[config.mk]
export PLATFORM = sky130hd
export DESIGN_NAME = bb3_window
export DESIGN_NICKNAME = d
export VERILOG_FILES = /design/src/rtl/core/bb3_pkg.sv /design/src/rtl/core/bb3_window.sv
export SDC_FILE = /design/constraint.sdc
export NUM_CORES = 1
export LEC_CHECK = 0
export CORE_ASPECT_RATIO = 0.9
export CORE_MARGIN = 2
export CORE_UTILIZATION = 45
export CTS_CLUSTER_DIAMETER = 150
export DETAILED_ROUTE_END_ITERATION = 16
export DONT_BUFFER_PORTS = 1
export PLACE_DENSITY = 0.71
export SYNTH_ARGS = -nofsm -noshare
export SYNTH_HDL_FRONTEND = slang
export SYNTH_SLANG_ARGS = --single-unit
[constraint.sdc]
create_clock -name clk -period 6.2 [get_ports clk]
set_clock_uncertainty 0.2 [all_clocks]
set_input_delay 0.62 -clock clk [delete_from_list [all_inputs] [get_ports clk]]
set_output_delay 0.62 -clock clk [all_outputs]
set_load 0.01 [all_outputs]
[src/rtl/core/bb3_pkg.sv]
// shared types and constants for the 3x3 box blur core
`default_nettype none
package bb3_pkg;

  localparam int MAX_WIDTH  = 1024;
  localparam int MAX_HEIGHT = 4096;

  localparam int CH_W   = 8;
  localparam int PIX_W  = 3 * CH_W;
  localparam int COL_W  = $clog2(MAX_WIDTH);
  localparam int ROW_W  = $clog2(MAX_HEIGHT);
  localparam int WID_W  = 11;
  localparam int HGT_W  = 13;
  localparam int SUM_W  = 12;
  localparam int LINE_W = 2 * PIX_W;

  // register indexes of the configuration port
  localparam logic CFG_WIDTH  = 1'b0;
  localparam logic CFG_HEIGHT = 1'b1;

  localparam logic [WID_W-1:0] WIDTH_RESET  = 11'd1024;
  localparam logic [HGT_W-1:0] HEIGHT_RESET = 13'd768;
  localparam logic [WID_W-1:0] WIDTH_MIN    = 11'd3;
  localparam logic [WID_W-1:0] WIDTH_MAX    = 11'd1024;
  localparam logic [HGT_W-1:0] HEIGHT_MIN   = 13'd3;
  localparam logic [HGT_W-1:0] HEIGHT_MAX   = 13'd4096;

  // floor(x / 9) for x <= 2295 as (x * 3641) >> 15
  localparam logic [11:0] DIV9_MUL   = 12'd3641;
  localparam int          DIV9_SHIFT = 15;

  typedef logic [PIX_W-1:0] pix_t;
  typedef logic [SUM_W-1:0] sum_t;

  typedef struct packed {
    sum_t             sum_a;
    sum_t             sum_b;
    sum_t             sum_c;
    logic [ROW_W-1:0] blur_row;
    logic [COL_W-1:0] blur_col;
    logic [ROW_W-1:0] row;
    logic [COL_W-1:0] col;
    pix_t             pix;
    logic             blur;
    logic             border;
  } s2_item_t;

endpackage
`default_nettype wire

[src/rtl/core/bb3_window.sv]
// 3x3 pixel window with per-channel sums of the shifted window
`default_nettype none
module bb3_window
  import bb3_pkg::*;
(
  input  wire logic clk,
  input  wire logic shift_en,
  input  wire pix_t top_pix,
  input  wire pix_t mid_pix,
  input  wire pix_t bot_pix,
  output sum_t      sum_a,
  output sum_t      sum_b,
  output sum_t      sum_c
);

  pix_t win_r [9];
  pix_t win_nxt [9];
  sum_t sums [3];

  always_comb begin
    win_nxt[0] = win_r[1];
    win_nxt[1] = win_r[2];
    win_nxt[2] = top_pix;
    win_nxt[3] = win_r[4];
    win_nxt[4] = win_r[5];
    win_nxt[5] = mid_pix;
    win_nxt[6] = win_r[7];
    win_nxt[7] = win_r[8];
    win_nxt[8] = bot_pix;
  end

  always_comb begin
    for (int ch = 0; ch < 3; ch++) begin
      sums[ch] = '0;
      for (int k = 0; k < 9; k++) begin
        sums[ch] = sums[ch] + sum_t'(win_nxt[k][ch*CH_W +: CH_W]);
      end
    end
  end

  always_ff @(posedge clk) begin
    if (shift_en) begin
      for (int k = 0; k < 9; k++) begin
        win_r[k] <= win_nxt[k];
      end
    end
  end

  assign sum_a = sums[0];
  assign sum_b = sums[1];
  assign sum_c = sums[2];

endmodule
`default_nettype wire

* Word-level counts from Yosys, hierarchy flattened
Memory sizes are Yosys's and may differ from the RTL's.
Cells that the tools add are included.
Widths: inputs -> output; s select.
** Operators by class
- Eq/ne operators :: 0
- Reduce and logical (&&, ||, !) cells :: 0
- Multipliers :: 0
- Muxes and demuxes :: 2
- Div/mod/pow operators :: 0
- Add/sub/neg operators :: 24
- Shift operators :: 0
- Magnitude comparators :: 0
- Bitwise operators :: 0
** Operator list (number)
- $add 12x8->12 :: 12
- $add 11x8->12 :: 3
- $add 10x8->11 :: 3
- $add 9x8->10 :: 3
- $add 8x8->9 :: 3
- $mux 1 :: 2
** Word-level totals
- Memories :: 1
- Output and inout port bits :: 36
- ROM bits :: 0
- Memory bits (writable) :: 216
- Flip-flop bits (word level) :: 0
- Latch bits :: 0
** Memory list
- win_r :: words 9, bits a word 24, read ports 6, clocked after memory_dff 0, write ports 9, line bb3_window.sv:16 : pix_t win_r [9];

* Depth between registers and ports, before layout
- Depth in word-level cells :: 8
- Depth in mapped cells :: 16

* Worst setup path after synthesis
No wires, ideal clock.
- Path kind :: in2out
- Start :: input top_pix[18]
- End :: output sum_c[10]
- Path buffers :: 0
- Data required time :: 5380 ps
- Stages on the path :: 14
- Setup slack :: 1276 ps
- Arrival :: 4104 ps
- Cells stage by stage :: inv_1 -> fa_1 -> inv_1 -> fa_1 -> fa_1 -> inv_1 -> fa_1 -> inv_1 -> ha_1 -> fa_1 -> a21oi_1 -> o211ai_1 -> o41ai_2 -> xnor2_1
** Between the ends
- Longest elaborated chain between the ends :: 7
** Ends and longest elaborated chain
- start, declared :: line bb3_window.sv:8 : input wire pix_t top_pix,
- $add 9x8->10 :: line bb3_window.sv:36 : sums[ch] = sums[ch] + sum_t'(win_nxt[k][ch*CH_W +: CH_W]);
- $add 10x8->11 :: line bb3_window.sv:36
- $add 11x8->12 :: line bb3_window.sv:36
- $add 12x8->12 (4 in a row) :: line bb3_window.sv:36
- end, declared :: line bb3_window.sv:13 : output sum_t sum_c
Every way passes these cells.

==> reports/metrics.csv <==
metric;value;unit
reg2regPathDepth;0;
slew_headroom;68.70;%
diodes;0;
avgSynthCellArea;13.92;µm²
drcViolationCount;0;
largest_reg_flops;144;
hp-class;in2reg;
critPathTopFamily;adder cells;
start_kind;flop;
finalSetupViolations;0;
vias;4517;
grt_use_total;14.48;%
num_rows;50;
grt_max_degree;145;
port_buffers;0;
largestRegisters;win_r: 144 flops;
period_needed;5.430;ns
synth_seq_area_share;44.94;%
ys_seq_elements;144;
worstPathArrival;4.61;ns
synth_fa_ha_area_share;38.78;%
regToRegSetupSlack;5.27;ns
cts_resized;0;
mostFrequentLayoutCell;inv_1;
largest_register;win_r;
worst_path_max_delay_cell;fa_1;
crit_required;5.38;ns
syn_inst;691;
layout_common_cells;inv_1 (245), fa_1 (162), edfxtp_1 (144);
gp_congestion;0.7373;
fmax;184.2;MHz
worstSetupPathDepth;13;
wl_per_cell;14.32;µm
cts.sinks;144;
yosysTopAreaCell;edfxtp_1;
synthesis.area;9622;µm²
area_delta_synth_final;9.389;%
muxShareOfSynthArea;0;%
via_per_inst;4.481;
synth.net_count;966;
crit_top_cell;fa_1;
hold_viol;0;
layout-drive-gt1-share;4.571;%
overflow;0;
path_cells;fa_1 > fa_1 > fa_1 > inv_1 > fa_1 > inv_1 > ha_1 > inv_1 > fa_1 > nor2b_1 > o2111ai_1 > a31oi_1 > xor2_1;
hold_path_depth;0;
cts_hold_buffers;0;
cts_tree;done;
cts_buffer_depth;2;
nNetsFinal;985;
yosysTopAreaCellShare;44.94;%
clk_latency;0.42;ns
worst_slew_pin_slew;0.4661;ns
antenna_found_initial;0;
numCtsBuffers;17;
core;20900;µm²
synth_cell_types;27;
first_iter_violations;192;
drtPass1Iterations;4;
synth_xor_area_share;1.912;%
die-area;22570;µm²
finalCritPeriodShare;87.58;%
wl;14430;µm
drv_cap;0;
htree_levels;4;
synth_compound_area_share;2.926;%
grt_first_pass_wirelength;24780;µm
r2r-end;win_r[4][2]$_DFFE_PP_;
root_buffer;clkbuf_16;
critPathKind;reg2out;
yosys.area_share.simple;1.886;%
fillCellCount;1849;
tns;0;ns
ant_nets;0;
worstHoldStart;mid_pix[9];
path_buf_inv;3;
critical-path-max-stage-delay;0.55;ns
dieWidth;158.1;µm
outcome;finished clean;
post-cts-setup-buffers;0;
num_io_pins;110;
reg2reg_from;win_r[5][2]$_DFFE_PP_;
dp_hpwl;11580;µm
clk_pin_slew_worst_paths;0.07;ns
die_y;142.7;µm
endpoint_kind;output port;
grt_pass1_vias;4948;
worstPathMaxFanout;3;
start_util;46.05;%
final-max-slew-violation-count;0;
yosys_warnings;0;
hold_path_end;win_r[5][9]$_DFFE_PP_;
synth_top_family_by_area;adder cells;
synth_area_leaders;edfxtp_1 (45%), fa_1 (34%), inv_1 (9.6%);
rsz0062_at_grt;false;
## routing by layer
layer	global-route usage, %	share of wire, %	up-vias
met3	4.643	5.4	16
met2	23.32	50	70
met1	19.03	43	2294
met4	4.078	1.6	0
met5	0	0	-
li1	-	-	2137
## synthesized netlist by cell type
library cell  instances
nor2_1               14
xor2_1                5
nor2b_1               4
a31oi_1               4
o21ai_0               9
o21a_1                1
nand3_1               3
inv_1               245
o2111ai_2             1
o21bai_1              3
a211oi_1              3
and2_1                1
nand2_1              10
o2111ai_1             1
nand3_2               1
xnor2_1              16
o41a_1                1
ha_1                 39
nor3_1                3
edfxtp_1            144
o211ai_1              4
fa_1                162
a21o_1                3
or2_2                 1
nor2b_4               1
o41ai_2               1
a21oi_1              11
## logic make-up (layout without fill, tap and decap cells)
| logic type | count (synthesis) | count (layout) |
|---|---|---|
| adder cells (fa/ha/maj) | 201 | 201 |
| XOR/XNOR | 21 | 21 |
| AND/OR/NAND/NOR | 38 | 38 |
| flip-flops | 144 | 144 |
| AO/OA/AOI/OAI | 42 | 42 |
| buffers and inverters | 245 | 276 |
## final cells by class
type                       instances  area, µm²  area share [%]
sequential                       144       4324           41.08
clock inverter                    13      116.4           1.106
multi-input combinational        302       4378           41.60
clock buffer                      18      429.2           4.078
tap                              286      357.8           3.400
inverter                         245      919.6           8.738
## stage by stage
step	cells	util (%)	worst slack (ns)	cell area, µm²	hold slack, ns
final	1008	50.37	0.7698	10530	0.09144
after global routing	1008	50.37	0.4770	10530	0.06843
after CTS	1008	50.37	0.7347	10530	0.07176
after detailed placement	977	47.76	0.9775	9980	0.2410
after global placement	977	47.76	1.028	9980	0.2297
after floorplan	691	-	1.276	9622	0.2264
## how the worst max path moves through the flow
stage / slack, ns / endpoint / from
global placement: 1.03 / sum_a[10] / top_pix[2]
finish: 0.77 / sum_a[10] / win_r[2][2]$_DFFE_PP_
floorplan: 1.28 / sum_c[10] / top_pix[18]
detailed placement: 0.98 / sum_a[10] / top_pix[2]
global route: 0.48 / sum_a[10] / win_r[8][1]$_DFFE_PP_
CTS: 0.73 / sum_a[10] / win_r[2][2]$_DFFE_PP_
Power is not shown: default switching activity piles up to over one toggle a cycle in this logic, so the estimate is an artifact.
