$ cat src/rtl/core/bb3_pkg.sv
// shared types and constants for the 3x3 box blur core
`default_nettype none
package bb3_pkg;

  localparam int MAX_WIDTH  = 1024;
  localparam int MAX_HEIGHT = 4096;

  localparam int CH_W   = 8;
  localparam int PIX_W  = 3 * CH_W;
  localparam int COL_W  = $clog2(MAX_WIDTH);
  localparam int ROW_W  = $clog2(MAX_HEIGHT);
  localparam int WID_W  = 11;
  localparam int HGT_W  = 13;
  localparam int SUM_W  = 12;
  localparam int LINE_W = 2 * PIX_W;

  // register indexes of the configuration port
  localparam logic CFG_WIDTH  = 1'b0;
  localparam logic CFG_HEIGHT = 1'b1;

  localparam logic [WID_W-1:0] WIDTH_RESET  = 11'd1024;
  localparam logic [HGT_W-1:0] HEIGHT_RESET = 13'd768;
  localparam logic [WID_W-1:0] WIDTH_MIN    = 11'd3;
  localparam logic [WID_W-1:0] WIDTH_MAX    = 11'd1024;
  localparam logic [HGT_W-1:0] HEIGHT_MIN   = 13'd3;
  localparam logic [HGT_W-1:0] HEIGHT_MAX   = 13'd4096;

  // floor(x / 9) for x <= 2295 as (x * 3641) >> 15
  localparam logic [11:0] DIV9_MUL   = 12'd3641;
  localparam int          DIV9_SHIFT = 15;

  typedef logic [PIX_W-1:0] pix_t;
  typedef logic [SUM_W-1:0] sum_t;

  typedef struct packed {
    sum_t             sum_a;
    sum_t             sum_b;
    sum_t             sum_c;
    logic [ROW_W-1:0] blur_row;
    logic [COL_W-1:0] blur_col;
    logic [ROW_W-1:0] row;
    logic [COL_W-1:0] col;
    pix_t             pix;
    logic             blur;
    logic             border;
  } s2_item_t;

endpackage
`default_nettype wire

$ cat src/rtl/core/bb3_out_stage.sv
// divide-by-nine stage and result sequencer, up to two results per pixel
`default_nettype none
module bb3_out_stage
  import bb3_pkg::*;
(
  input  wire logic             clk,
  input  wire logic             rst_n,
  input  wire logic             s2_load,
  input  wire s2_item_t         s2_in,
  output logic                  s2_free,
  output logic                  out_valid,
  input  wire logic             out_ready,
  output logic      [ROW_W-1:0] out_row,
  output logic      [COL_W-1:0] out_col,
  output pix_t                  out_pix,
  output logic                  out_last
);

  function automatic logic [CH_W-1:0] div9(input sum_t x);
    logic [2*SUM_W-1:0] p;
    begin
      p    = (2*SUM_W)'(x) * (2*SUM_W)'(DIV9_MUL);
      div9 = p[DIV9_SHIFT +: CH_W];
    end
  endfunction

  s2_item_t         s2_r;
  logic             s2_valid_r;
  logic             pend_blur_r;
  logic             pend_bord_r;
  logic             out_valid_r;
  logic [ROW_W-1:0] out_row_r;
  logic [COL_W-1:0] out_col_r;
  pix_t             out_pix_r;
  logic             out_last_r;

  logic out_load;
  logic emit;
  logic s2_done;
  pix_t avg;

  assign out_load = !out_valid_r || out_ready;
  assign emit     = s2_valid_r && out_load && (pend_blur_r || pend_bord_r);
  assign s2_done  = s2_valid_r && ((!pend_blur_r && !pend_bord_r) ||
                                   (out_load && !(pend_blur_r && pend_bord_r)));
  assign s2_free  = !s2_valid_r || s2_done;
  assign avg      = {div9(s2_r.sum_c), div9(s2_r.sum_b), div9(s2_r.sum_a)};

  always_ff @(posedge clk) begin
    if (!rst_n) begin
      s2_valid_r  <= 1'b0;
      pend_blur_r <= 1'b0;
      pend_bord_r <= 1'b0;
      out_valid_r <= 1'b0;
    end else begin
      if (emit) begin
        out_valid_r <= 1'b1;
      end else if (out_ready) begin
        out_valid_r <= 1'b0;
      end
      if (s2_load) begin
        s2_valid_r  <= 1'b1;
        pend_blur_r <= s2_in.blur;
        pend_bord_r <= s2_in.border;
      end else if (s2_done) begin
        s2_valid_r  <= 1'b0;
      end else if (emit && pend_blur_r && pend_bord_r) begin
        pend_blur_r <= 1'b0;
      end
    end
  end

  always_ff @(posedge clk) begin
    if (s2_load) begin
      s2_r <= s2_in;
    end
    if (emit) begin
      if (pend_blur_r) begin
        out_row_r  <= s2_r.blur_row;
        out_col_r  <= s2_r.blur_col;
        out_pix_r  <= avg;
        out_last_r <= !pend_bord_r;
      end else begin
        out_row_r  <= s2_r.row;
        out_col_r  <= s2_r.col;
        out_pix_r  <= s2_r.pix;
        out_last_r <= 1'b1;
      end
    end
  end

  assign out_valid = out_valid_r;
  assign out_row   = out_row_r;
  assign out_col   = out_col_r;
  assign out_pix   = out_pix_r;
  assign out_last  = out_last_r;

endmodule
`default_nettype wire

$ cat config.mk
export PLATFORM = sky130hd
export DESIGN_NAME = bb3_out_stage
export DESIGN_NICKNAME = d
export VERILOG_FILES = /design/src/rtl/core/bb3_pkg.sv /design/src/rtl/core/bb3_out_stage.sv
export SDC_FILE = /design/constraint.sdc
export NUM_CORES = 1
export LEC_CHECK = 0
export ABC_CLOCK_PERIOD_IN_PS = 4600
export BUFFER_PORTS_ARGS = -buffer_cell sky130_fd_sc_hd__buf_4
export CORE_MARGIN = 8
export CORE_UTILIZATION = 40
export DETAILED_ROUTE_END_ITERATION = 10
export GPL_ROUTABILITY_DRIVEN = 0
export PLACE_DENSITY = 0.64
export SLEW_MARGIN = 30
export SYNTH_ARGS = -nofsm -noshare
export SYNTH_HDL_FRONTEND = slang
export SYNTH_SLANG_ARGS = --single-unit
$ cat constraint.sdc
create_clock -name clk -period 4.6 [get_ports clk]
set_clock_uncertainty 0.15 [all_clocks]
set_input_delay 0.46 -clock clk [delete_from_list [all_inputs] [get_ports clk]]
set_output_delay 0.46 -clock clk [all_outputs]
set_load 0.1 [all_outputs]
# --- After elaboration in Yosys (flattened, before gate mapping) ---
# Cells that the tools add are included.
totals:
  mem_bits_ro: 0
  output_inout_bits: 49
  mem_bits_rw: 0
  n_memories: 0
  latch_bits: 0
  ff_bits: 155
  in_bits: 110
  elab_cells: 51
classes:
  reduce_logical: 21
  mul: 3
  n_lt_le_gt_ge: 0
  n_shift: 0
  n_mux: 10
  div_mod_pow: 0
  n_addsub: 0
  bitwise: 0
  eq_ne: 1
op_table:
  columns: ["op", "n"]
  rows:
  - ["$mul A12 B12 Y23 const B", 3]
  - ["$mux W24", 1]
  - ["$mux W12", 1]
  - ["$mux W10", 1]
  - ["$logic_and A1 B1 Y1", 8]
  - ["$mux W1", 7]
  - ["$reduce_bool A2 Y1", 3]
  - ["$logic_not A1 Y1", 5]
  - ["$logic_or A1 B1 Y1", 4]
  - ["$ne A2 B2 Y1 const B", 1]
  - ["$reduce_and A2 Y1", 1]

# --- Logic depth before layout (Yosys ltp) ---
logic_depth:
  depth_word: 9
  depth_mapped: 18
  ltp_nobuf: 18

# --- Worst setup path before layout ---
# OpenSTA, ideal clock, no wires.
synth_path:
  path_kind: "reg-to-reg"
  start: "reg s2_r[83] (netlist bit)"
  end: "reg out_pix_r[15], in the netlist out_pix[15], data pin"
  setup_ns: 0.259
  path_slack_ns: -0.389
  t_arrival_ns: 4.580
  path_stages_with_launch: 19
  path_buffers: 0
  synth_period_minus_slack_ns: 4.989
  t_required_ns: 4.191
  cell_sequence: "edfxtp_1 inv_1 fa_1 inv_1 ha_1 inv_1 fa_1 inv_1 fa_1 inv_1 fa_1 inv_1 ha_1 and4_2 o21ai_0 o211ai_2 a311oi_4 o21ai_0 a211o_2"
synth_via:
  elab_chain_cells: 2
synth_lines:
  columns: ["element", "line_no", "rtl"]
  rows:
  - ["start: declaration", "bb3_out_stage.sv:27", "s2_item_t s2_r;"]
  - ["start signal: assignment", "bb3_out_stage.sv:75", "s2_r <= s2_in;"]
  - ["$mul A12 B12 Y23", "bb3_out_stage.sv:22", "p = (2*SUM_W)'(x) * (2*SUM_W)'(DIV9_MUL);"]
  - ["$mux W24", "bb3_out_stage.sv:78", "if (pend_blur_r) begin"]
  - ["end signal: assignment", "bb3_out_stage.sv:81", "out_pix_r <= avg;"]
  - ["end signal: assignment", "bb3_out_stage.sv:86", "out_pix_r <= s2_r.pix;"]
  - ["end: declaration", "bb3_out_stage.sv:34", "pix_t out_pix_r;"]
# Every way passes these cells.
# A chain may end at the register's enable or synchronous reset.

# --- Final worst setup path ---
layout_path:
  start: "reg s2_r[90] (netlist bit)"
  end: "reg out_pix_r[15], in the netlist out_pix[15], data pin"
# The elaborated chain is that of the path after synthesis.

==> metrics.yaml <==
cts:
  worstSkewPairLatency_ps: 430
  clk_pin_slew_ps: 80
  cts-root-buf: "clkbuf_16"
  cts_sinks: 155
  cts_made_buffers: 17
  clk_path_buf_depth: 2
  cts_tree: "yes"
  htreeDepth: 4
  holdBufCountCts: 0
global_route:
  busiest_layer: "met2"
  grt.total_usage_pct: 16.3
  overflow: 0
  grtUsageMet3_pct: 3.43
  antenna_found_initial: 2
  first_global_vias: 8934
  grt_first_pass_wirelength_um: 45600
  grt_use_met1_pct: 19.9
  met2_usage_pct: 28.8
  grt_max_degree: 56
synth:
  synthTopCellsByArea: "edfxtp_1 39%, ha_1 22%, fa_1 15%, inv_1 5.4%, mux2_2 3.0%"
  synth_seq_area_share_pct: 39.7
  synthArstFlopShare_pct: 0
  synth.largest_area_cell: "edfxtp_1"
  syn_area_um2: 11600
  ys_seq_elements: 155
  ys.flop_type: "edfxtp_1"
  synth_fp_nets: 1317
  syn_avg_cell_area_um2: 12.6
  synthDominantCellAreaShare_pct: 39.0
  synth.most_common_cell: "ha_1"
  synth.distinct_cells: 61
  synthCells: 920
  synth_edf_count: 151
  synthTopCellsByCount: "200 x ha_1, 168 x inv_1, 151 x edfxtp_1, 87 x fa_1, 36 x nand2_1"
  ys_warn_count: 0
critical_path:
  end_kind: "flop"
  arrival_ps: 4840
  r2r-start: "s2_r[90]"
  worst_setup_path_start_kind: "flop"
  worstSetupStartpoint: "s2_r[90]"
  worstPathMaxFanout: 5
  worst-r2r-setup-slack_ps: -210
  rr_worst_depth: 16
  worstPathRequired_ps: 4630
  critPathKind: "reg -> reg"
  r2r-end: "out_pix[15]"
drt:
  ant_nets: 0
  firstDrtPassIters: 4
  detailedRoute.firstIterationViolations: 251
  post-route-drc-count: 0
  wl_um: 27700
  wl_per_cell_um: 17.1
  via_per_inst: 4.83
  via_count: 7841
timing:
  max_clock_freq_ghz: 0.208
  worst-slew-pin-transition_ps: 739
  period_needed_ps: 4810
  hold_ws_ps: 48.3
  slew_headroom_pct: 50.7
  slew_viol_final: 0
  setup_tns_ps: -1940
  rsz0062_at_grt: "yes"
  finalHoldViolCount: 0
  finalWorstSetupSlack_ps: -213
  period_share_pct: 105
  setup_viol: 18
run_status:
  violations: "setup timing"
  status: "finished with violations"
place:
  io_buffers: 158
  place_inst: 1573
  pre_cts_ws_ps: -289
  hpwl_um: 21500
floorplan:
  initial_core_util_pct: 40.5
  core_area_um2: 28700
  dieArea_um2: 34800
  top_level_ports: 159
  die_w_um: 187
  rows: 62
  die_h_um: 187
final_layout:
  final_util_pct: 54.4
  final_nets: 1622
  areaGrowthSynthToFinish_pct: 34.3
  final_cell_count_no_fill: 1622
  layout-drive-gt1-share_pct: 38.5
  diodes: 0
power_and_ir_drop:
  vdd_drop_max_mv: 0.460
  powerDensity_nw_per_um2: 773
  p_leak_nw: 7.27
hold_path:
  holdCritPathClass: "in -> reg"
  hold_path_startpoint: "s2_in[73]"
  hold_depth: 1
  hold_end: "s2_r[73]"
flow_run:
  cap_violations: 0
-- layout make-up --
type	count	area, um^2
fillers	2428	13100
multi-input cells	585	7020
flip-flops and latches	155	4620
repair buffers	298	2270
inverters	168	631
well taps	384	480
clock buffers	17	425
clock inverters	15	180
-- metrics by stage --
| stage | power [mW] | area [um^2] |
|---|---|---|
| final | 12.1 | 15600 |
| after detailed placement | 8.68 | 14200 |
| after global placement | 8.58 | 14200 |
| after CTS | 11.2 | 15300 |
| after floorplan | 6.32 | 11700 |
| after global routing | 13.2 | 15600 |
-- flip-flops by register name (all words and copies together), names as in the netlist --
name / cells
out_col: 10
out_last: 1
out_pix: 24
out_row: 12
out_valid: 1
pend_blur_r: 1
pend_bord_r: 1
s2_r: 104
s2_valid_r: 1
-- logic make-up after synthesis --
group	synth area share [%]
fa+ha+maj	36.5
buf+inv	5.98
flops	39.7
compound gates	7.61
simple gates	4.95
mux	3.22
xor+xnor	2.08
-- timing repair --
| action | in CTS | in global routing |
|---|---|---|
| pin swaps | 40 | 39 |
| endpoints found under the setup margin | 23 | 24 |
| gates resized for setup | 75 | 59 |
| buffers inserted | 12 | 6 |
-- cell usage in the layout, fill, tap and decap left out, types with 5 or more instances in the layout --
| master | n |
|---|---|
| a21o_1 | 19 |
| ha_1 | 179 |
| a21oi_1 | 13 |
| nor2_1 | 8 |
| buf_4 | 289 |
| inv_1 | 140 |
| ha_4 | 20 |
| nand3_1 | 18 |
| mux2_2 | 28 |
| o21ai_0 | 10 |
| edfxtp_1 | 151 |
| clkinv_8 | 6 |
| o21ai_1 | 5 |
| buf_6 | 9 |
| nand2_1 | 31 |
| inv_2 | 28 |
| a21oi_4 | 5 |
| clkbuf_16 | 17 |
| nand4_1 | 10 |
| o211ai_1 | 5 |
| xor2_1 | 13 |
| xnor2_1 | 12 |
| a31oi_1 | 5 |
| a21oi_2 | 11 |
| fa_1 | 84 |
-- worst max-delay path by stage --
stage / endpoint / slack, ps / cells after the start
after floorplan: out_pix[11] / -120 / 18
after global placement: out_pix[11] / -220 / 17
after detailed placement: out_pix[11] / -290 / 15
after CTS: out_pix[11] / -200 / 16
after global routing: out_pix[9] / -380 / 17
final: out_pix[15] / -210 / 16
-- report_power, final --
part	total (mW)	internal, mW	switching (mW)
registers	1.73	1.69	0.0450
logic	8.88	4.30	4.57
clock network	1.46	0.737	0.724
total	12.1	6.73	5.34
-- per-layer routing --
layer	routed length, um	part of all wire [%]
met1	12000	43
met2	13900	50
met3	1260	4.5
met4	540	2.0
met5	27	0.098
-- critical path, cell delays in order, from the launching register on --
cell and delay [ps]:
edfxtp_1 430, fa_1 540, ha_4 300, inv_2 30, fa_1 550, inv_2 40, fa_1 510, inv_1 50
fa_1 490, inv_2 50, ha_4 280, and4_4 220, o21ai_4 70, o211ai_4 230, a311oi_4 160, buf_4 180
a211o_2 280
Note: power is estimated with default switching activity, not from simulation.
